**config.mk**
```make
export PLATFORM = sky130hd
export DESIGN_NAME = crse_front
export DESIGN_NICKNAME = d
export VERILOG_FILES = /design/src/design/crse_pkg.sv /design/src/design/crse_front.sv
export SDC_FILE = /design/constraint.sdc
export NUM_CORES = 1
export LEC_CHECK = 0
export ABC_AREA = 1
export BUFFER_PORTS_ARGS = -buffer_cell sky130_fd_sc_hd__buf_2
export CAP_MARGIN = 20
export CORE_MARGIN = 2
export CORE_UTILIZATION = 44
export DETAILED_ROUTE_END_ITERATION = 16
export PLACE_DENSITY = 0.95
export RECOVER_POWER = 50
export SYNTH_ARGS = -nofsm -noshare
export SYNTH_HDL_FRONTEND = slang
export SYNTH_SLANG_ARGS = --single-unit
```
**constraint.sdc**
```tcl
create_clock -name vclk -period 12.7
set_input_delay 2.54 -clock vclk [all_inputs]
set_output_delay 2.54 -clock vclk [all_outputs]
set_load 0.05 [all_outputs]
```
**src/design/crse_pkg.sv**
```systemverilog
package crse_pkg;

    // Table and field sizes
    localparam int MAX_POINTS = 16;
    localparam int IDX_W      = 4;
    localparam int CNT_W      = 5;
    localparam int COORD_W    = 24;
    localparam int FRAC_W     = 16;
    localparam int WGT_W      = 21;
    localparam int PROD_W     = COORD_W + WGT_W;
    localparam int SUM_W      = PROD_W + 2;
    localparam int OUT_W      = 32;
    localparam int RAM_W      = 2 * COORD_W;
    localparam int LANES      = 4;

    // Stream packing
    localparam int S_TDATA_W = 80;
    localparam int S_TUSER_W = 2;
    localparam int M_TDATA_W = 2 * OUT_W;
    localparam int M_TUSER_W = 3;

    // Operation codes
    localparam logic [1:0] OP_WRITE = 2'd0;
    localparam logic [1:0] OP_POS   = 2'd1;
    localparam logic [1:0] OP_GRAD  = 2'd2;
    localparam logic [1:0] OP_NOP   = 2'd3;

    // Result status codes
    localparam logic [1:0] STATUS_DONE  = 2'd0;
    localparam logic [1:0] STATUS_WRITE = 2'd1;
    localparam logic [1:0] STATUS_OOR   = 2'd2;

    // Classified request kinds passed from front to back
    localparam logic [2:0] KIND_WRITE = 3'd0;
    localparam logic [2:0] KIND_POS   = 3'd1;
    localparam logic [2:0] KIND_GRAD  = 3'd2;
    localparam logic [2:0] KIND_NOP   = 3'd3;
    localparam logic [2:0] KIND_OOR   = 3'd4;

    // Point count limits
    localparam logic [CNT_W-1:0] CNT_MIN = CNT_W'(4);
    localparam logic [CNT_W-1:0] CNT_MAX = CNT_W'(MAX_POINTS);

    // Arithmetic constants
    localparam logic signed [WGT_W-1:0] WGT_ONE    = WGT_W'(1) << FRAC_W;
    localparam logic signed [SUM_W-1:0] ROUND_BIAS = SUM_W'(1) << FRAC_W;
    localparam logic signed [SUM_W-1:0] SAT_MAX    = SUM_W'(64'sd2147483647);
    localparam logic signed [SUM_W-1:0] SAT_MIN    = SUM_W'(-64'sd2147483648);

    typedef struct packed {
        logic [2:0]         kind;
        logic [IDX_W-1:0]   idx0;
        logic [IDX_W-1:0]   idx1;
        logic [IDX_W-1:0]   idx2;
        logic [IDX_W-1:0]   idx3;
        logic [IDX_W-1:0]   widx;
        logic [COORD_W-1:0] px;
        logic [COORD_W-1:0] py;
        logic [FRAC_W-1:0]  frac;
    } crse_item_t;

    // Saturate a rounded sum to the output width; top bit flags clipping.
    function automatic logic [OUT_W:0] clip_out(input logic signed [SUM_W-1:0] v);
        if (v > SAT_MAX) begin
            return {1'b1, OUT_W'(SAT_MAX)};
        end else if (v < SAT_MIN) begin
            return {1'b1, OUT_W'(SAT_MIN)};
        end
        return {1'b0, v[OUT_W-1:0]};
    endfunction

endpackage

```
**src/design/crse_front.sv**
```systemverilog
module crse_front (
    input  logic                          s_tvalid,
    output logic                          s_tready,
    input  logic [1:0]                    opcode,
    input  logic [crse_pkg::IDX_W-1:0]    point_index,
    input  logic [crse_pkg::COORD_W-1:0]  point_x,
    input  logic [crse_pkg::COORD_W-1:0]  point_y,
    input  logic [crse_pkg::IDX_W-1:0]    seg_index,
    input  logic [crse_pkg::FRAC_W-1:0]   seg_frac,
    input  logic                          wrap_mode,
    input  logic [crse_pkg::CNT_W-1:0]    point_count,
    input  logic                          q_full,
    output logic                          q_push,
    output crse_pkg::crse_item_t          q_item
);

    logic [crse_pkg::CNT_W-1:0] cnt;
    logic [crse_pkg::CNT_W-1:0] seg_mod;
    logic [crse_pkg::CNT_W-1:0] nxt1;
    logic [crse_pkg::CNT_W-1:0] nxt2;
    logic [crse_pkg::CNT_W-1:0] prv;
    logic [crse_pkg::CNT_W-1:0] seg_ext;
    logic                       past_end;

    assign s_tready = !q_full;
    assign q_push   = s_tvalid && !q_full;
    assign seg_ext  = {1'b0, seg_index};

    // Clamp the point count to the supported range.
    always_comb begin
        if (point_count < crse_pkg::CNT_MIN) begin
            cnt = crse_pkg::CNT_MIN;
        end else if (point_count > crse_pkg::CNT_MAX) begin
            cnt = crse_pkg::CNT_MAX;
        end else begin
            cnt = point_count;
        end
    end

    // Segment start modulo the count; three subtractions cover the smallest count.
    always_comb begin
        seg_mod = seg_ext;
        for (int k = 0; k < 3; k++) begin
            if (seg_mod >= cnt) begin
                seg_mod = seg_mod - cnt;
            end
        end
        nxt1 = seg_mod + 5'd1;
        if (nxt1 == cnt) begin
            nxt1 = '0;
        end
        nxt2 = nxt1 + 5'd1;
        if (nxt2 == cnt) begin
            nxt2 = '0;
        end
        prv = (seg_mod == '0) ? cnt - 5'd1 : seg_mod - 5'd1;
    end

    assign past_end = (seg_ext + 5'd3) >= cnt;

    // Classify the request and pick the four point slots.
    always_comb begin
        q_item      = '0;
        q_item.widx = point_index;
        q_item.px   = point_x;
        q_item.py   = point_y;
        q_item.frac = seg_frac;
        if (wrap_mode) begin
            q_item.idx0 = prv[crse_pkg::IDX_W-1:0];
            q_item.idx1 = seg_mod[crse_pkg::IDX_W-1:0];
            q_item.idx2 = nxt1[crse_pkg::IDX_W-1:0];
            q_item.idx3 = nxt2[crse_pkg::IDX_W-1:0];
        end else begin
            q_item.idx0 = seg_index;
            q_item.idx1 = seg_index + 4'd1;
            q_item.idx2 = seg_index + 4'd2;
            q_item.idx3 = seg_index + 4'd3;
        end
        case (opcode)
            crse_pkg::OP_WRITE: q_item.kind = crse_pkg::KIND_WRITE;
            crse_pkg::OP_POS: begin
                q_item.kind = (!wrap_mode && past_end) ? crse_pkg::KIND_OOR
                                                       : crse_pkg::KIND_POS;
            end
            crse_pkg::OP_GRAD: begin
                q_item.kind = (!wrap_mode && past_end) ? crse_pkg::KIND_OOR
                                                       : crse_pkg::KIND_GRAD;
            end
            default: q_item.kind = crse_pkg::KIND_NOP;
        endcase
    end

endmodule

```
### Word level (Yosys, flattened, before mapping)

Index checks and enable logic that the tools add are counted.

| cells by class | value |
|---|---|
| magnitude comparators | 6 |
| equal/unequal tests | 4 |
| muxes and demuxes | 12 |
| add/sub/neg operators | 11 |
| reduce and logical (&&, ||, !) cells | 6 |

Operators by type and width:

| cell | number |
|---|---|
| 2-to-1 mux 5 bit | 6 |
| 2-to-1 mux 16 bit | 1 |
| >= comparator 5 bit | 3 |
| adder 5 x 1 -> 5 bit, second input constant | 2 |
| equality test 5 bit | 2 |
| subtractor 5 bit | 2 |
| case mux 3 bit (3 select lines) | 1 |
| adder 4 x 2 -> 4 bit, second input constant | 2 |
| 2-to-1 mux 4 bit | 2 |
| subtractor 4 x 1 -> 4 bit, second input constant | 2 |
| 2-to-1 mux 3 bit | 2 |
| adder 4 x 2 -> 5 bit, second input constant | 1 |
| >= comparator 4 x 5 -> 1 bit | 1 |
| > comparator 5 bit, second input constant | 1 |
| zero test 5 bit | 1 |
| < comparator 5 x 3 -> 1 bit, second input constant | 1 |
| subtractor 4 x 5 -> 5 bit | 1 |
| adder 4 x 1 -> 4 bit, second input constant | 1 |
| equality test 2 x 1 -> 1 bit, second input constant | 1 |
| equality test 2 bit, second input constant | 1 |
| logical AND 1 bit | 2 |
| zero test 1 bit | 2 |
| zero test 2 bit | 1 |

| word-level totals | value |
|---|---|
| input bits | 82 |
| register bits | 0 |
| output and inout port bits | 89 |

### Depth between registers and ports, before layout

Gate-level depths: netlist of run 1.

| logic depth | value |
|---|---|
| depth after elaboration | 16 |
| depth in mapped cells | 52 |
| depth with buffers taken out | 52 |

### Worst setup path before layout of run 1

Ideal clock, no wire load.

| path | value |
|---|---|
| path type | in2out |
| start | input port point_count[2] in the netlist's numbering |
| end | output port q_item[70] in the netlist's numbering |
| cell stages on the path | 42 |
| data required time | 10.160 ns |
| path slack | 1.721 ns |
| arrival time | 8.439 ns |
| path through | inv_1 > nand2_1 > inv_1 > nor3_2 > inv_1 > ha_1 > nand2_1 > nor3_2 > nand2_2 > nand2_4 > nand2_1 > and2_1 > ha_1 > fa_1 > o21ai_0 > xor2_1 > nand2_1 > nand2_2 > [6 not listed] > nand3_1 > nand2_2 > inv_2 > ha_1 > inv_1 > xor2_1 > nand3_2 > nor2_4 > nand3_4 > nand2_1 > inv_1 > ha_1 > xnor2_1 > nand3_1 > nor2_2 > nand2_2 > nand2_1 > nand2_1 |

RTL lines:

| what | line | text |
|---|---|---|
| start, declared | crse_front.sv:11 | `input logic [crse_pkg::CNT_W-1:0] point_count,` |
| end, declared | crse_front.sv:14 | `output crse_pkg::crse_item_t q_item` |

==> results of run 1 <==
## report_power, final
group          internal [uW]  switching, uW  total (uW)  leakage (uW)
registers                  0              0           0             0
clock network              0              0           0             0
logic                    231            527         758       0.00123
## per-stage QoR
step,hold WS (ps),total power [uW],cell area (um2),worst slack (ps),std cells
final,5080,757.5,2165,924.5,429
after global routing,5080,828.9,2165,310.7,429
after CTS,5080,751.3,2165,965.7,429
after detailed placement,5080,746.7,2165,976.1,429
after global placement,5080,727.0,2165,1255,429
after floorplan,5247,666.4,2422,1721,392
## cell usage in the layout, fill, tap and decap left out, types with 8 or more instances in the layout
master / n
nor2_1: 15
nand2_2: 14
xnor2_1: 8
inv_2: 9
ha_1: 25
buf_2: 35
nand3_1: 31
nand2_1: 88
a21oi_1: 17
inv_1: 50
o21ai_0: 9
## worst max-delay path by stage
stage,slack [ps],end
after floorplan,1720,q_item[70]
after global placement,1250,q_item[70]
after detailed placement,980,q_item[70]
after CTS,970,q_item[70]
after global routing,310,q_item[70]
final,920,q_item[70]
## cells by family (layout without fill, tap and decap cells)
kind of cell,count (synthesis),in the layout,synth area share
buffers and inverters,130,95,0.3104
XOR/XNOR,14,14,0.05062
AND/OR/NAND/NOR,182,182,0.3900
AO/OA/AOI/OAI,38,38,0.09504
adder cells (fa/ha/maj),28,28,0.1539
## worst max-delay path, delay by kind of cell
kind,cells,cell delay (ps)
AOI/OAI and AO/OA,4,990
xor gates and xnor gates,2,340
adders and majority gates,5,1700
buffers and inverters,9,1070
and+or+nand+nor,23,2570
## layer usage
metal  GRT usage  wire length (um)
met5           0                 0
met4     0.07193               144
met3     0.02759               418
met2      0.3474              2811
met1      0.1916              2148
## final cells by class
class,instances,area [um2]
well taps,72,90.09
repair buffers,36,182.7
multi-input cells,262,1670
inverters,59,221.5
fillers,574,3241
==> flow_summary_export.csv, run 1 <==
group,metric,value,unit
logic_synthesis,synth_top_area_cell,"buf_4",
sta,tns,0,ps
logic_synthesis,synth_cell_types,38,
sta,drv_slew,0,
setup_path,crit_arrival,9240,ps
logic_synthesis,netlist.area_leader.share,0.2107,
routing,viasPerCell,5.247,
logic_synthesis,syn_area,2422,um2
routing,vias,2251,
global_route,grt_overflow,0,
min_path,holdPathEnd,"q_item[11]",
layout,nFlopsAndLatches,0,
pwr,vdd_drop_max,144.4,uV
clock_network,cts_hold_buf,0,
logic_synthesis,synthCells,392,
layout,final.clkbuf_count,0,
layout,syn_to_final_growth,-10.64,%
pwr,p_per_area,350.0,nW/um2
logic_synthesis,yosysMostFrequentCell,"nand2_1",
setup_path,worstPathMaxFanout,10,
layout,drive_above_1_share,0.2409,
sta,timing.final.crit_share,0.9272,
global_route,grt_pass1_vias,2226,
global_route,grt_pass1_wl,9.342,mm
logic_synthesis,syn_avg_cell_area,6.179,um2
logic_synthesis,synth.area.top_cells,"buf_4, nand2_1, ha_1, inv_1, nand3_1",
sta,slew_headroom,0.7113,
routing,wire_per_inst,12.87,um
die,rows,27,
setup_path,startpoint_type,"input port",
min_path,whs_path_depth,0,
routing,routed_wl,5.522,mm
die,ios,171,
layout,num_antenna_cells,0,
layout,final_util,0.4005,
run,max_cap_violations,0,
setup_path,endpoint_kind,"output port",
die,start_util,0.4481,
logic_synthesis,yosys-top-cells-count,"nand2_1, buf_4, inv_1",
die,fp.dieH,78.20,um
global_route,grt_usage,0.1793,
setup_path,cp_slowest_cell,"ha_1",
sta,finalSetupViolations,0,
layout,nets,469,
die,die_x,78.20,um
logic_synthesis,syn-num-nets,502,
layout,seq_area,0,um2
routing,drt_iter0_drc,123,
place,port_buffers,35,
die,die-area,6114,um2
setup_path,crit_start,"point_count[4]",
setup_path,critPathKind,"in -> out",
setup_path,required,10160,ps
place,place_hpwl,4.685,mm
sta,rsz0062_at_grt,"no",
global_route,antenna_found_initial,0,
routing,drtPass1Iterations,4,
global_route,grt_start_max_net_pins,16,
setup_path,cpPeakStageDelay,410,ps
sta,min_period,11780,ps
logic_synthesis,ys_seq_area_frac,0,
clock_network,post_cts_buffers,0,
clock_network,cts.repair.resized,0,
min_path,min_path_type,"in -> out",
place,gp_routability_congestion,0.9493,
logic_synthesis,ys_warn_count,0,
min_path,min_from,"seg_frac[11]",
sta,final-hold-violation-count,0,
sta,timing.fmax,84.92,MHz
sta,worst_slew_pin_slew,433.1,ps
routing,ant_nets,0,
pwr,leakagePower,0.001234,uW
setup_path,cp_common_cell,"nand2_1",
outcome,status,"finished, final reports clean",
die,core,5405,um2
routing,drcViolationCount,0,
No activity file was read; power rests on OpenSTA's default activity.
==> inputs of run 2 (changes only) <==
--- a/config.mk
+++ b/config.mk
@@ -5,7 +5,6 @@
 export SDC_FILE = /design/constraint.sdc
 export NUM_CORES = 1
 export LEC_CHECK = 0
-export ABC_AREA = 1
 export BUFFER_PORTS_ARGS = -buffer_cell sky130_fd_sc_hd__buf_2
 export CAP_MARGIN = 20
 export CORE_MARGIN = 2
==> run 2 against run 1 <==
Effect of this change: routed wire length up 9.0%; hold slack is the same; sequential share of layout area is the same; setup slack got worse by 650 ps; core utilization rose by 3.0 points; maximum frequency shrank 5.3%; die area shrank 1.9%; global-route usage up 0.35 points; cell count down 17%; synthesized cell count down 19%; via count down 5.2%; total power is 22% lower; largest cell class unchanged.
==> flow_summary_export.csv, run 2 <==
group,metric,value,unit
outcome,status,"finished, final reports clean",
setup_path,cpPeakStageDelay,520,ps
global_route,grt_pass1_wl,9.142,mm
setup_path,worst-path-buf-inv,4,
setup_path,crit_start,"point_count[4]",
setup_path,startpoint_type,"input port",
layout,seq_area,0,um2
logic_synthesis,syn-num-nets,426,
setup_path,required,10160,ps
logic_synthesis,synth.area.top_cells,"buf_4, ha_1, xnor2_1, nor2_1, a21oi_1",
pwr,internal_power,224.2,uW
sta,finalSetupViolations,0,
setup_path,endpoint_kind,"output port",
logic_synthesis,syn_avg_cell_area,7.515,um2
die,rows,26,
layout,nets,400,
global_route,grt_usage,0.1828,
pwr,leakagePower,0.001017,uW
die,die-area,6001,um2
pwr,vdd_drop_max,154.5,uV
layout,num_antenna_cells,0,
logic_synthesis,syn_area,2375,um2
place,gp_routability_congestion,1.011,
pwr,p_seq_frac,0,
sta,timing.final.crit_share,0.9787,
layout,final.clkbuf_count,0,
sta,final-hold-violation-count,0,
logic_synthesis,synth_top_area_cell,"buf_4",
setup_path,critPathKind,"in -> out",
sta,tns,0,ps
layout,layout_commonest_cell,"buf_2",
routing,vias,2134,
sta,holdWs,5080,ps
global_route,grt_start_max_net_pins,30,
logic_synthesis,netlist.area_leader.share,0.2181,
layout,syn_to_final_growth,-6.270,%
logic_synthesis,yosysMostFrequentCell,"buf_4",
die,fp.dieH,77.47,um
setup_path,cp_common_cell,"ha_1",
setup_path,cp_slowest_cell,"fa_1",
sta,slew_headroom,0.6229,
logic_synthesis,synthCells,316,
pwr,p_switching,370.1,uW
setup_path,cp_top_family,"compound AO/OA/AOI/OAI gates",
routing,routed_wl,6.021,mm
place,pre_cts_ws,187.8,ps
routing,drt_iter0_drc,124,
pwr,power.share.clock,0,
global_route,grt_pass1_vias,1924,
setup_path,critical_path_cell_count,33,
place,port_buffers,35,
place,place_hpwl,4.772,mm
layout,drive_above_1_share,0.3090,
setup_path,cp-endpoint,"q_item[69]",
layout,instances_no_fill,358,
sta,timing.fmax,80.46,MHz
sta,min_period,12430,ps
logic_synthesis,synth_cell_types,65,
die,core,5172,um2
layout,nFlopsAndLatches,0,
setup_path,crit_arrival,9890,ps
global_route,grt_overflow,0,
routing,drcViolationCount,0,
layout,postLayoutCellArea,2226,um2
logic_synthesis,ys_seq_area_frac,0,
routing,viasPerCell,5.961,
run,max_cap_violations,0,
routing,wire_per_inst,16.82,um
routing,ant_nets,0,
die,ios,171,
pwr,combPwrFrac,1.000,
place,placedInstanceArea,2163,um2
sta,worst_slew_pin_slew,563.9,ps
sta,drv_slew,0,
global_route,antenna_found_initial,0,
layout,final_cell_mix,"buf_2, nor2_1, ha_1",
min_path,min_path_type,"in -> out",
logic_synthesis,yosys-top-cells-count,"buf_4, nor2_1, ha_1",
setup_path,worstPathMaxFanout,10,
die,die_x,77.47,um
pwr,p_per_area,267.0,nW/um2
die,start_util,0.4591,
logic_synthesis,ys_warn_count,0,
pwr,p_sw_frac,0.6228,
place,dp_cells,356,
sta,fin_ws,270.8,ps
routing,drtPass1Iterations,5,
[run 2: changes by cell type in the layout (fill, tap and decap cells not counted), sizes merged, moves of 11 or more]
| cell | delta |
|---|---|
| xnor2 | +11 |
| buf | +11 |
| nand3 | -36 |
| inv | -40 |
| nand2 | -85 |
[run 2: stage by stage]
step	util	total power, uW
CTS	0.4182	557.0
detailed placement	0.4182	555.5
finish	0.4303	594.3
floorplan	-	502.8
global route	0.4303	632.3
global placement	0.4182	543.5
[run 2: worst min-delay path by stage]
| stage | startpoint | endpoint | cells after the start |
|---|---|---|---|
| 2_1_floorplan | seg_frac[0] | q_item[0] | 1 |
| 3_3_place_gp | seg_frac[13] | q_item[13] | 0 |
| 3_5_place_dp | seg_frac[13] | q_item[13] | 0 |
| 4_1_cts | seg_frac[13] | q_item[13] | 0 |
| 5_1_grt | point_y[9] | q_item[25] | 0 |
| 6_report | seg_frac[15] | q_item[15] | 0 |
[run 2: metal layers]
metal  vias to the layer above  part of all wire  GRT usage
met4                         0             0.028    0.07679
li1                        983                 -          -
met1                      1000              0.37     0.2186
met3                        26             0.090    0.02326
met5                         -                 0          0
met2                       125              0.51     0.3270
[run 2: power by group through the flow]
stage	registers (uW)	clock network [uW]	logic (uW)
after floorplan	0	0	503
after global placement	0	0	544
after detailed placement	0	0	555
after CTS	0	0	557
after global routing	0	0	632
final	0	0	594
[run 2: layout make-up]
| type | instances | area (um2) |
|---|---|---|
| repair buffers | 47 | 265.3 |
| inverters | 19 | 71.32 |
| fillers | 510 | 2947 |
| well taps | 70 | 87.58 |
| multi-input cells | 222 | 1802 |
[run 2: timing repair]
| item | CTS | global route |
|---|---|---|
| resized for setup | 0 | 9 |
| setup buffers | 0 | 2 |
| endpoints found under the setup margin | 0 | 4 |
| hold buffers | 0 | 0 |
| hold endpoints to repair | 0 | 0 |
[run 2: cell families after synthesis]
| kind of cell | count (synthesis) | synth area share |
|---|---|---|
| xor+xnor | 24 | 0.1038 |
| simple gates | 85 | 0.1839 |
| compound gates | 75 | 0.2455 |
| fa+ha+maj | 28 | 0.1570 |
| mux | 10 | 0.04847 |
| buf+inv | 94 | 0.2613 |
