File: src/design/crse_pkg.sv
package crse_pkg;

    // Table and field sizes
    localparam int MAX_POINTS = 16;
    localparam int IDX_W      = 4;
    localparam int CNT_W      = 5;
    localparam int COORD_W    = 24;
    localparam int FRAC_W     = 16;
    localparam int WGT_W      = 21;
    localparam int PROD_W     = COORD_W + WGT_W;
    localparam int SUM_W      = PROD_W + 2;
    localparam int OUT_W      = 32;
    localparam int RAM_W      = 2 * COORD_W;
    localparam int LANES      = 4;

    // Stream packing
    localparam int S_TDATA_W = 80;
    localparam int S_TUSER_W = 2;
    localparam int M_TDATA_W = 2 * OUT_W;
    localparam int M_TUSER_W = 3;

    // Operation codes
    localparam logic [1:0] OP_WRITE = 2'd0;
    localparam logic [1:0] OP_POS   = 2'd1;
    localparam logic [1:0] OP_GRAD  = 2'd2;
    localparam logic [1:0] OP_NOP   = 2'd3;

    // Result status codes
    localparam logic [1:0] STATUS_DONE  = 2'd0;
    localparam logic [1:0] STATUS_WRITE = 2'd1;
    localparam logic [1:0] STATUS_OOR   = 2'd2;

    // Classified request kinds passed from front to back
    localparam logic [2:0] KIND_WRITE = 3'd0;
    localparam logic [2:0] KIND_POS   = 3'd1;
    localparam logic [2:0] KIND_GRAD  = 3'd2;
    localparam logic [2:0] KIND_NOP   = 3'd3;
    localparam logic [2:0] KIND_OOR   = 3'd4;

    // Point count limits
    localparam logic [CNT_W-1:0] CNT_MIN = CNT_W'(4);
    localparam logic [CNT_W-1:0] CNT_MAX = CNT_W'(MAX_POINTS);

    // Arithmetic constants
    localparam logic signed [WGT_W-1:0] WGT_ONE    = WGT_W'(1) << FRAC_W;
    localparam logic signed [SUM_W-1:0] ROUND_BIAS = SUM_W'(1) << FRAC_W;
    localparam logic signed [SUM_W-1:0] SAT_MAX    = SUM_W'(64'sd2147483647);
    localparam logic signed [SUM_W-1:0] SAT_MIN    = SUM_W'(-64'sd2147483648);

    typedef struct packed {
        logic [2:0]         kind;
        logic [IDX_W-1:0]   idx0;
        logic [IDX_W-1:0]   idx1;
        logic [IDX_W-1:0]   idx2;
        logic [IDX_W-1:0]   idx3;
        logic [IDX_W-1:0]   widx;
        logic [COORD_W-1:0] px;
        logic [COORD_W-1:0] py;
        logic [FRAC_W-1:0]  frac;
    } crse_item_t;

    // Saturate a rounded sum to the output width; top bit flags clipping.
    function automatic logic [OUT_W:0] clip_out(input logic signed [SUM_W-1:0] v);
        if (v > SAT_MAX) begin
            return {1'b1, OUT_W'(SAT_MAX)};
        end else if (v < SAT_MIN) begin
            return {1'b1, OUT_W'(SAT_MIN)};
        end
        return {1'b0, v[OUT_W-1:0]};
    endfunction

endpackage

File: src/design/crse_queue.sv
module crse_queue (
    input  logic                 aclk,
    input  logic                 aresetn,
    input  logic                 push,
    input  crse_pkg::crse_item_t din,
    input  logic                 pop,
    output crse_pkg::crse_item_t dout,
    output logic                 full,
    output logic                 empty
);

    crse_pkg::crse_item_t slot_reg [2];
    logic       wp_reg, wp_next;
    logic       rp_reg, rp_next;
    logic [1:0] count_reg, count_next;

    assign full  = (count_reg == 2'd2);
    assign empty = (count_reg == 2'd0);
    assign dout  = slot_reg[rp_reg];

    // Pointer and fill bookkeeping.
    always_comb begin
        wp_next    = push ? ~wp_reg : wp_reg;
        rp_next    = pop ? ~rp_reg : rp_reg;
        count_next = count_reg + {1'b0, push} - {1'b0, pop};
    end

    always_ff @(posedge aclk) begin
        if (!aresetn) begin
            wp_reg    <= 1'b0;
            rp_reg    <= 1'b0;
            count_reg <= 2'd0;
        end else begin
            wp_reg    <= wp_next;
            rp_reg    <= rp_next;
            count_reg <= count_next;
        end
    end

    always_ff @(posedge aclk) begin
        if (push) begin
            slot_reg[wp_reg] <= din;
        end
    end

`ifndef SYNTHESIS
    a_no_overrun: assert property (@(posedge aclk) disable iff (!aresetn)
        (push && !pop) |-> !full)
        else $error("request queue written while full");
`endif

endmodule

File: config.mk
export PLATFORM = sky130hd
export DESIGN_NAME = crse_queue
export DESIGN_NICKNAME = d
export VERILOG_FILES = /design/src/design/crse_pkg.sv /design/src/design/crse_queue.sv
export SDC_FILE = /design/constraint.sdc
export NUM_CORES = 1
export LEC_CHECK = 0
export ABC_AREA = 0
export BUFFER_PORTS_ARGS = -buffer_cell sky130_fd_sc_hd__buf_2
export CAP_MARGIN = 20
export CORE_MARGIN = 2
export CORE_UTILIZATION = 56
export DETAILED_ROUTE_END_ITERATION = 7
export GPL_TIMING_DRIVEN = 0
export PLACE_DENSITY = 0.89
export REMOVE_ABC_BUFFERS = 1
export SLEW_MARGIN = 25
export SYNTH_ARGS = -nofsm -noshare
export SYNTH_HDL_FRONTEND = slang
export SYNTH_SLANG_ARGS = --single-unit
export TNS_END_PERCENT = 5
File: constraint.sdc
create_clock -name aclk -period 8.97 [get_ports aclk]
set_clock_uncertainty 0.15 [all_clocks]
set_input_delay 0.4485 -clock aclk [delete_from_list [all_inputs] [get_ports aclk]]
set_output_delay 0.4485 -clock aclk [all_outputs]
set_load 0.03 [all_outputs]
# == Word-level counts from Yosys, hierarchy flattened ==
# Memories as Yosys holds them, arrays and structs flattened. A register that Yosys moved wholly into a read port is not among the register bits.
# Index checks and enable logic that the tools add are counted.
# totals
inputBits,91
mem_bits_rw,174
n_memories,1
reg_bits,4
output_inout_bits,89
# classes
bitwise,2
n_mux,4
n_addsub,2
n_eq_ne,1
n_reduce_logical,1
# mem_list
name,words,width,rd,rd_ports_with_merged_regs,write_ports,line_no,text
slot_reg,2,87,1,1,1,crse_queue.sv:12,crse_pkg::crse_item_t slot_reg [2];
# op_table
op,count
two-way mux 1 bit,4
adder 2 x 1 -> 2 bit,1
equality test 2 bit (second input constant),1
logical NOT 2 bit,1
inverter 1 bit,2
subtractor 2 x 1 -> 2 bit,1

# == Depth between registers and ports, before layout ==
# Gate-level depths: netlist of run 1.
# logic_depth
word_depth,3
depth_mapped,6

# == Worst setup path after synthesis of run 1 ==
# No wires, ideal clock.
# synth_timing
kind,in2reg
start,input push
end,"memory slot_reg[0][0] in the netlist's numbering, enable pin"
arrival_time_ns,4.276
path_slack_ns,4.000
required_time_ns,8.276
n_path_buf,0
path_stages,1
cell_sequence,nor2b_1
# synth_via
elab_chain_len,2
# synth_lines
item,line_no,text
from (decl),crse_queue.sv:4,"input logic push,"
two-way mux 1 bit,crse_queue.sv:41,if (push) begin
two-way mux 1 bit (implied by the code),crse_queue.sv:42,slot_reg[wp_reg] <= din;
to (decl),crse_queue.sv:12,
# No other way between the ends.

==> impl_metrics.env, run 1 <==
export IMPL_status="finished, final reports clean"
export IMPL_synthesis_area_mm2=0.00662
export IMPL_drive_above_1_share_pct=60.8
export IMPL_pre_cts_slack_ns=6.61
export IMPL_ys_types=14
export IMPL_die_w_um=113
export IMPL_ys_ff_latch=179
export IMPL_hpwl_um=7990
export IMPL_p_per_area_mw_per_mm2=239
export IMPL_port_buffers=179
export IMPL_start_util_pct=57.8
export IMPL_crit_chain="buf_16 -> mux2_2 -> buf_2"
export IMPL_slew_headroom_pct=51.6
export IMPL_syn_to_final_growth_pct=27.0
export IMPL_grt_pass1_vias=3635
export IMPL_p_leak_nw=3.25
export IMPL_ys_warn_count=0
export IMPL_cts_hold_buffers=0
export IMPL_wl_per_cell_um=18.6
export IMPL_worst_setup_path_start_kind="flop"
export IMPL_cts_root_buf="clkbuf_16"
export IMPL_cp_arrival_ns=2.17
export IMPL_antenna_found_initial=0
export IMPL_firstDrtPassIters=4
export IMPL_fmax_ghz=0.361
export IMPL_crit_path_max_incr_delay_ns=0.81
export IMPL_clk_pin_slew_ns=0.06
export IMPL_ant_nets=0
export IMPL_period_share_pct=30.9
export IMPL_cts_tree="done"
export IMPL_ios=180
export IMPL_mostFrequentLayoutCell="buf_2"
export IMPL_vias=3326
export IMPL_place_congestion=0.711
export IMPL_synth_top_area_share_pct=78.9
export IMPL_fin_nets=579
export IMPL_setup_ws_ns=6.20
export IMPL_irDropWorstVdd_v=0.000179
export IMPL_cp_buffers_inverters=2
export IMPL_synth_seq_area_share_pct=80.4
export IMPL_cpMaxStageDelayCell="dfxtp_4"
export IMPL_avgSynthCellArea_um2=22.7
export IMPL_end_kind="output port"
export IMPL_worstMarginPinSlew_ns=0.726
export IMPL_drv_slew=0
export IMPL_clockBufferDepth=2
export IMPL_final_cell_mix="buf_2 (179), edfxtp_1 (174), mux2_2 (57)"
export IMPL_finalSetupViolCount=0
export IMPL_critPathMaxFanout=45
export IMPL_diodes=0
export IMPL_hold_path_class="in2reg"
export IMPL_core_mm2=0.0115
export IMPL_setup_tns_ns=0
export IMPL_drc=0
export IMPL_grt_overflow=0
export IMPL_critPathKind="reg2out"
export IMPL_die_area_mm2=0.0127
export IMPL_required_ns=8.37
export IMPL_via_per_inst=5.19
export IMPL_grt_max_degree=51
export IMPL_synth_largest_area_cell="edfxtp_1"
export IMPL_grt_usage_pct=19.6
export IMPL_postCtsResizedCells=0
export IMPL_largest_reg_flops=174
export IMPL_wirelength_um=12000
export IMPL_h_tree_depth=4
export IMPL_drt_iter0_markers=152
export IMPL_grt_setup_unrepaired="no"
export IMPL_cts_made_buffers=17
export IMPL_synth_area_leaders="edfxtp_1 (79%), mux2_2 (9.7%), mux2_4 (6.8%)"
export IMPL_grt_pass1_wl_um=18400
export IMPL_max_cap_violations=0
export IMPL_post_cts_setup_buffers=0
export IMPL_num_rows=39
export IMPL_worstSkewPairLatency_ns=0.42
export IMPL_hold_viol=0
export IMPL_cpLargestDelayFamily="flip-flops"
export IMPL_cts_sinks=179
export IMPL_die_h_um=113
export IMPL_netlist_instances=292
export IMPL_fin_crit_ns=2.77
power breakdown:
group	leakage (nW)	total (W)	switching [W]	internal, W
combinational	1.29	0.000269	0.000159	0.000109
sequential	1.68	0.000988	0.0000216	0.000967
clock	0.284	0.000755	0.000293	0.000462
metrics by stage:
stage                     total power (W)  area, um2  std cells  hold slack, ns  util [%]
after CTS                         0.00203       8410        641          0.0343      73.3
final                             0.00201       8410        641          0.0574      73.3
after global routing              0.00208       8410        641          0.0427      73.3
after global placement            0.00127       7620        604           0.417      66.4
after floorplan                   0.00119       6540        282           0.397         -
after detailed placement          0.00128       7800        610           0.436      68.0
final cells by class:
| type | instances | area, um2 |
|---|---|---|
| Sequential cell | 179 | 5330 |
| Fill cell | 705 | 3060 |
| Multi-Input combinational cell | 101 | 1220 |
| Timing Repair Buffer | 185 | 1060 |
| Clock buffer | 17 | 425 |
| Clock inverter | 14 | 188 |
| Tap cell | 143 | 179 |
| Inverter | 2 | 7.51 |
cell families after synthesis:
logic type                 Yosys count  synth area share (%)
DFF                                179                  80.4
muxes                               87                  16.5
buffers and inverters               12                  1.34
and+or+nand+nor                      9                 0.812
xor gates and xnor gates             2                 0.472
adders and majority gates            2                 0.378
AOI/OAI and AO/OA                    1                 0.113
cell usage after synthesis (all sizes together):
cell type,number
and2,4
buf,10
dfxtp,5
edfxtp,174
ha,2
inv,2
mux2,87
nor2,1
nor2b,4
o21a,1
xnor3,1
xor2,1
per-layer routing:
layer | up-vias | global-route usage (%) | wire length [um]
li1 | 1548 | - | -
met4 | 0 | 9.27 | 313
met1 | 1613 | 21.2 | 4390
met2 | 140 | 34.2 | 6260
met3 | 25 | 7.23 | 986
met5 | - | 0 | 0
path summary, 6_finish.rpt:
kind	startpoint	end	slack, ns	cells past startpoint
min	din[5]	slot_reg[1][5]	0.06	1
min reg2reg	rp_reg	rp_reg	0.45	2
max reg2reg	wp_reg	slot_reg[0][85]	7.02	4
max	flop	dout[18]	6.20	3
Power figures use the tool's default switching activity.
==> run 2: changes to the inputs <==
- CORE_UTILIZATION: 56 -> 52
- PLACE_DENSITY: 0.89 -> 0.84
- clock period: 8.97 -> 2.9 ns (I/O delays scaled with it)
==> run 2 against run 1 <==
Effect of this change:
- wire length grew 7.5%
- non-clock buffer count is 91 higher
- critical endpoint is now dout[14]
- clock-buffer cell count rose by 7
- first-iteration DRC count grew 34%
- largest power group unchanged
- sequential power rose to 3.1 times the previous value
- flip-flop and latch count unchanged
- worst hold slack better by 0.25 ns
- clock power grew to 3.1 times the previous value
==> impl_metrics.env, run 2 (synthesis gave the netlist of run 1 again) <==
export IMPL_start_util_pct=52.9
export IMPL_setup_ws_ns=0.497
export IMPL_place_area_mm2=0.00781
export IMPL_irDropWorstVdd_v=0.000480
export IMPL_drc=0
export IMPL_clockBufferDepth=2
export IMPL_grt_setup_unrepaired="no"
export IMPL_die_h_um=117
export IMPL_place_congestion=0.667
export IMPL_critPathKind="reg2out"
export IMPL_clk_pin_slew_ns=0.06
export IMPL_status="finished, final reports clean"
export IMPL_grt_max_degree=46
export IMPL_die_area_mm2=0.0137
export IMPL_fmax_ghz=0.416
export IMPL_worst_setup_path_start_kind="flop"
export IMPL_num_rows=41
export IMPL_cts_tree="done"
export IMPL_vias=3707
export IMPL_finalPower_w=0.00630
export IMPL_fin_crit_ns=2.40
export IMPL_p_leak_nw=3.63
export IMPL_drt_iter0_markers=203
export IMPL_cts_made_buffers=17
export IMPL_required_ns=2.61
export IMPL_r2r_slack_ns=1.22
export IMPL_fin_nets=670
export IMPL_port_buffers=179
export IMPL_grt_pass1_wl_um=18600
export IMPL_hold_viol=0
export IMPL_use_met1_pct=19.8
export IMPL_final_cell_mix="buf_2 (179), edfxtp_1 (174), dlygate4sd3_1 (91)"
export IMPL_fin_cells=762
export IMPL_firstDrtPassIters=4
export IMPL_period_share_pct=82.9
export IMPL_slew_headroom_pct=50.1
export IMPL_wl_per_cell_um=16.9
export IMPL_end_kind="output port"
export IMPL_regToRegEndpoint="slot_reg[0][57]"
export IMPL_wirelength_um=12800
export IMPL_worstSkewPairLatency_ns=0.41
export IMPL_critPathMaxFanout=45
export IMPL_hold_path_class="in2reg"
export IMPL_ios=180
export IMPL_busiest_layer="met2"
export IMPL_hpwl_um=7380
export IMPL_stdcell_area_mm2=0.00934
export IMPL_worstMarginPinSlew_ns=0.748
export IMPL_worstHoldStart="din[32]"
export IMPL_min_path_cells=2
export IMPL_diodes=0
export IMPL_r2r_start="wp_reg"
export IMPL_mostFrequentLayoutCell="buf_2"
export IMPL_dp_cells=639
export IMPL_h_tree_depth=4
export IMPL_syn_to_final_growth_pct=41.0
export IMPL_grt_pass1_vias=3878
export IMPL_largest_reg_flops=174
export IMPL_ff2ff_path_depth=2
export IMPL_cp_arrival_ns=2.11
export IMPL_grt_overflow=0
export IMPL_postCtsResizedCells=0
export IMPL_min_to="slot_reg[1][32]"
export IMPL_grt_usage_pct=18.6
export IMPL_max_cap_violations=0
export IMPL_drv_slew=0
export IMPL_ant_nets=0
export IMPL_cts_sinks=179
export IMPL_drive_above_1_share_pct=51.5
export IMPL_antenna_found_initial=0
export IMPL_finalSetupViolCount=0
export IMPL_core_mm2=0.0125
export IMPL_via_per_inst=4.86
export IMPL_pre_cts_slack_ns=0.891
export IMPL_p_per_area_mw_per_mm2=675
export IMPL_use_met2_pct=34.0
export IMPL_grt_util_met3_pct=5.41
export IMPL_die_w_um=117
export IMPL_cts_root_buf="clkbuf_16"
## run 2: cell count changes in the layout (fill, tap and decap cells not counted)
cell	previous run	this run
dlygate4sd3_1	0	91
clkinv_4	2	1
clkbuf_8	0	4
buf_12	0	3
clkinvlp_4	4	2
bufinv_16	4	3
buf_16	6	3
clkbuf_1	0	3
clkinv_1	3	0
clkinv_2	0	2
inv_6	1	0
## run 2: per-stage QoR
stage / TNS, ns / util, % / hold slack, ns
6_report: 0 / 74.6 / 0.306
4_1_cts: 0 / 74.6 / 0.279
2_1_floorplan: -225.60 / - / 0.0939
3_5_place_dp: 0 / 62.4 / 0.186
5_1_grt: 0 / 74.6 / 0.297
3_3_place_gp: -566.65 / 61.1 / 0.182
## run 2: timing repair
item                                   CTS  global route
buffers inserted                         0             0
endpoints found under the hold margin  179             0
hold buffers                            91             0
## run 2: cell type report
type,instances,area [um2]
fill,754,3180
inverter,2,7.51
clock buffer,24,492
timing repair buffer,276,1950
tap,172,215
clock inverter,8,124
sequential,179,5330
multi-input combinational,101,1220
## run 2: where the power goes
part	switching (W)	internal (W)
Combinational	0.000513	0.000413
Sequential	0.0000632	0.00299
Clock	0.000878	0.00145
## run 2: how the worst max path moves through the flow
stage	from	depth (start not counted)	slack, ns	endpoint
2_1_floorplan	wp_reg	1	-1.97	slot_reg[0][0]
3_3_place_gp	wp_reg	1	-3.84	slot_reg[0][65]
3_5_place_dp	flop	3	0.89	dout[14]
4_1_cts	flop	3	0.45	dout[16]
5_1_grt	flop	3	0.38	dout[14]
6_report	flop	3	0.50	dout[14]
## run 2: metal layers
layer / routed length, um / part of all wire, %
met3: 743 / 5.8
met4: 249 / 1.9
met1: 4920 / 38
met5: 0 / 0
met2: 6940 / 54
## run 2: worst max-delay path, stage by stage (launching register included)
cell and delay [ns]:
dfxtp_4 0.77, buf_16 0.34, mux2_2 0.38, buf_2 0.18
==> run 3: changes to the inputs <==
- clock period: 2.9 -> 2.3 ns (I/O delays scaled with it)
==> run 3 against run 2 <==
Effect of this change:
- sequential share of layout area is 0.12 points lower
- worst hold slack worse by 0.030 ns
- highest routed layer unchanged
- die area stayed put
- utilization is 0.16 points higher
- via count is 0.94% higher
==> impl_metrics.env, run 3 (synthesis gave the netlist of run 1 again) <==
export IMPL_cts_root_buf="clkbuf_16"
export IMPL_mostFrequentLayoutCell="buf_2"
export IMPL_drv_slew=0
export IMPL_fin_nets=671
export IMPL_critPathMaxFanout=45
export IMPL_regToRegEndpoint="slot_reg[0][60]"
export IMPL_cts_sinks=179
export IMPL_vias=3742
export IMPL_critPathKind="reg2out"
export IMPL_grt_setup_unrepaired="no"
export IMPL_finalSetupViolCount=0
export IMPL_clockBufferDepth=2
export IMPL_cts_made_buffers=17
export IMPL_port_buffers=179
export IMPL_fin_crit_ns=2.15
export IMPL_finalPower_w=0.00796
export IMPL_hold_viol=0
export IMPL_via_per_inst=4.90
export IMPL_grt_pass1_wl_um=18900
export IMPL_grt_usage_pct=18.9
export IMPL_slew_headroom_pct=49.9
export IMPL_postCtsResizedCells=0
export IMPL_hold_path_class="in2reg"
export IMPL_worstSkewPairLatency_ns=0.41
export IMPL_drc=0
export IMPL_r2r_slack_ns=0.62
export IMPL_nFillCells=751
export IMPL_fmax_ghz=0.466
export IMPL_dp_cells=639
export IMPL_die_area_mm2=0.0137
export IMPL_syn_to_final_growth_pct=41.3
export IMPL_stdcell_area_mm2=0.00936
export IMPL_status="finished, final reports clean"
export IMPL_worstMarginPinSlew_ns=0.751
export IMPL_grt_max_degree=46
export IMPL_fin_cells=763
export IMPL_end_kind="output port"
export IMPL_ff2ff_path_depth=2
export IMPL_p_per_area_mw_per_mm2=850
export IMPL_max_cap_violations=0
export IMPL_regArea_mm2=0.00533
export IMPL_drive_above_1_share_pct=51.6
export IMPL_start_util_pct=52.9
export IMPL_diodes=0
export IMPL_setup_tns_ns=0
export IMPL_required_ns=2.04
export IMPL_grt_overflow=0
export IMPL_cts_tree="done"
export IMPL_irDropWorstVdd_v=0.000606
export IMPL_multi_input_area_mm2=0.00122
export IMPL_die_h_um=117
export IMPL_cp_arrival_ns=1.88
export IMPL_final_cell_mix="buf_2 (179), edfxtp_1 (174), dlygate4sd3_1 (91)"
export IMPL_worst_setup_path_start_kind="flop"
export IMPL_ios=180
export IMPL_endpoint="dout[14]"
export IMPL_die_w_um=117
export IMPL_post_route_util_pct=74.8
export IMPL_wl_per_cell_um=17.1
export IMPL_drt_iter0_markers=235
export IMPL_largest_reg_flops=174
export IMPL_num_rows=41
export IMPL_place_area_mm2=0.00781
export IMPL_grt_pass1_vias=3901
export IMPL_p_leak_nw=3.64
export IMPL_wirelength_um=13000
export IMPL_place_congestion=0.667
export IMPL_hpwl_um=7380
export IMPL_clk_pin_slew_ns=0.06
export IMPL_firstDrtPassIters=6
export IMPL_h_tree_depth=4
export IMPL_ant_nets=0
export IMPL_period_share_pct=93.3
export IMPL_core_mm2=0.0125
export IMPL_r2r_start="wp_reg"
export IMPL_antenna_found_initial=0
[run 3: timing repair]
action / CTS / global route
buffers inserted: 1 / 0
hold endpoints to repair: 179 / 0
endpoints found under the setup margin: 45 / 0
hold buffers: 91 / 0
[run 3: layout make-up]
cell class / instances / share of cell area [%]
Inverter: 2 / 0.0802
Tap cell: 172 / 2.30
Timing Repair Buffer: 277 / 21.0
Clock inverter: 8 / 1.32
Multi-Input combinational cell: 101 / 13.0
Sequential cell: 179 / 57.0
Clock buffer: 24 / 5.26
[run 3: layer usage]
layer / up-vias / GRT usage (%) / part of all wire, %
met4: 0 / 8.31 / 1.9
li1: 1737 / - / -
met2: 148 / 35.0 / 54
met3: 24 / 5.41 / 6.3
met5: - / 0 / 0
met1: 1833 / 20.0 / 37
[run 3: worst min path at each step]
stage / from / end / slack (ns) / depth (start not counted)
after global routing: din[76] / slot_reg[1][76] / 0.27 / 2
after floorplan: din[0] / slot_reg[0][0] / 0.06 / 0
after CTS: din[50] / slot_reg[0][50] / 0.25 / 2
after global placement: din[50] / slot_reg[0][50] / 0.15 / 1
final: din[29] / slot_reg[1][29] / 0.28 / 2
after detailed placement: din[29] / slot_reg[1][29] / 0.16 / 1
[run 3: stage by stage]
step	setup WS, ns	hold WS (ns)
2_1_floorplan	-2.57	0.0639
5_1_grt	0.0625	0.267
3_3_place_gp	-4.44	0.152
4_1_cts	0.108	0.249
3_5_place_dp	0.321	0.156
6_report	0.155	0.277
[run 3: worst max-delay path: stages (launching register included)]
cell	delay (ns)
dfxtp_4	0.58
buf_16	0.32
mux2_2	0.38
buf_2	0.18
[run 3: report_power, final]
| part | internal (W) | switching [W] |
|---|---|---|
| Combinational | 0.000527 | 0.000666 |
| Clock | 0.00182 | 0.00111 |
| Sequential | 0.00377 | 0.0000644 |
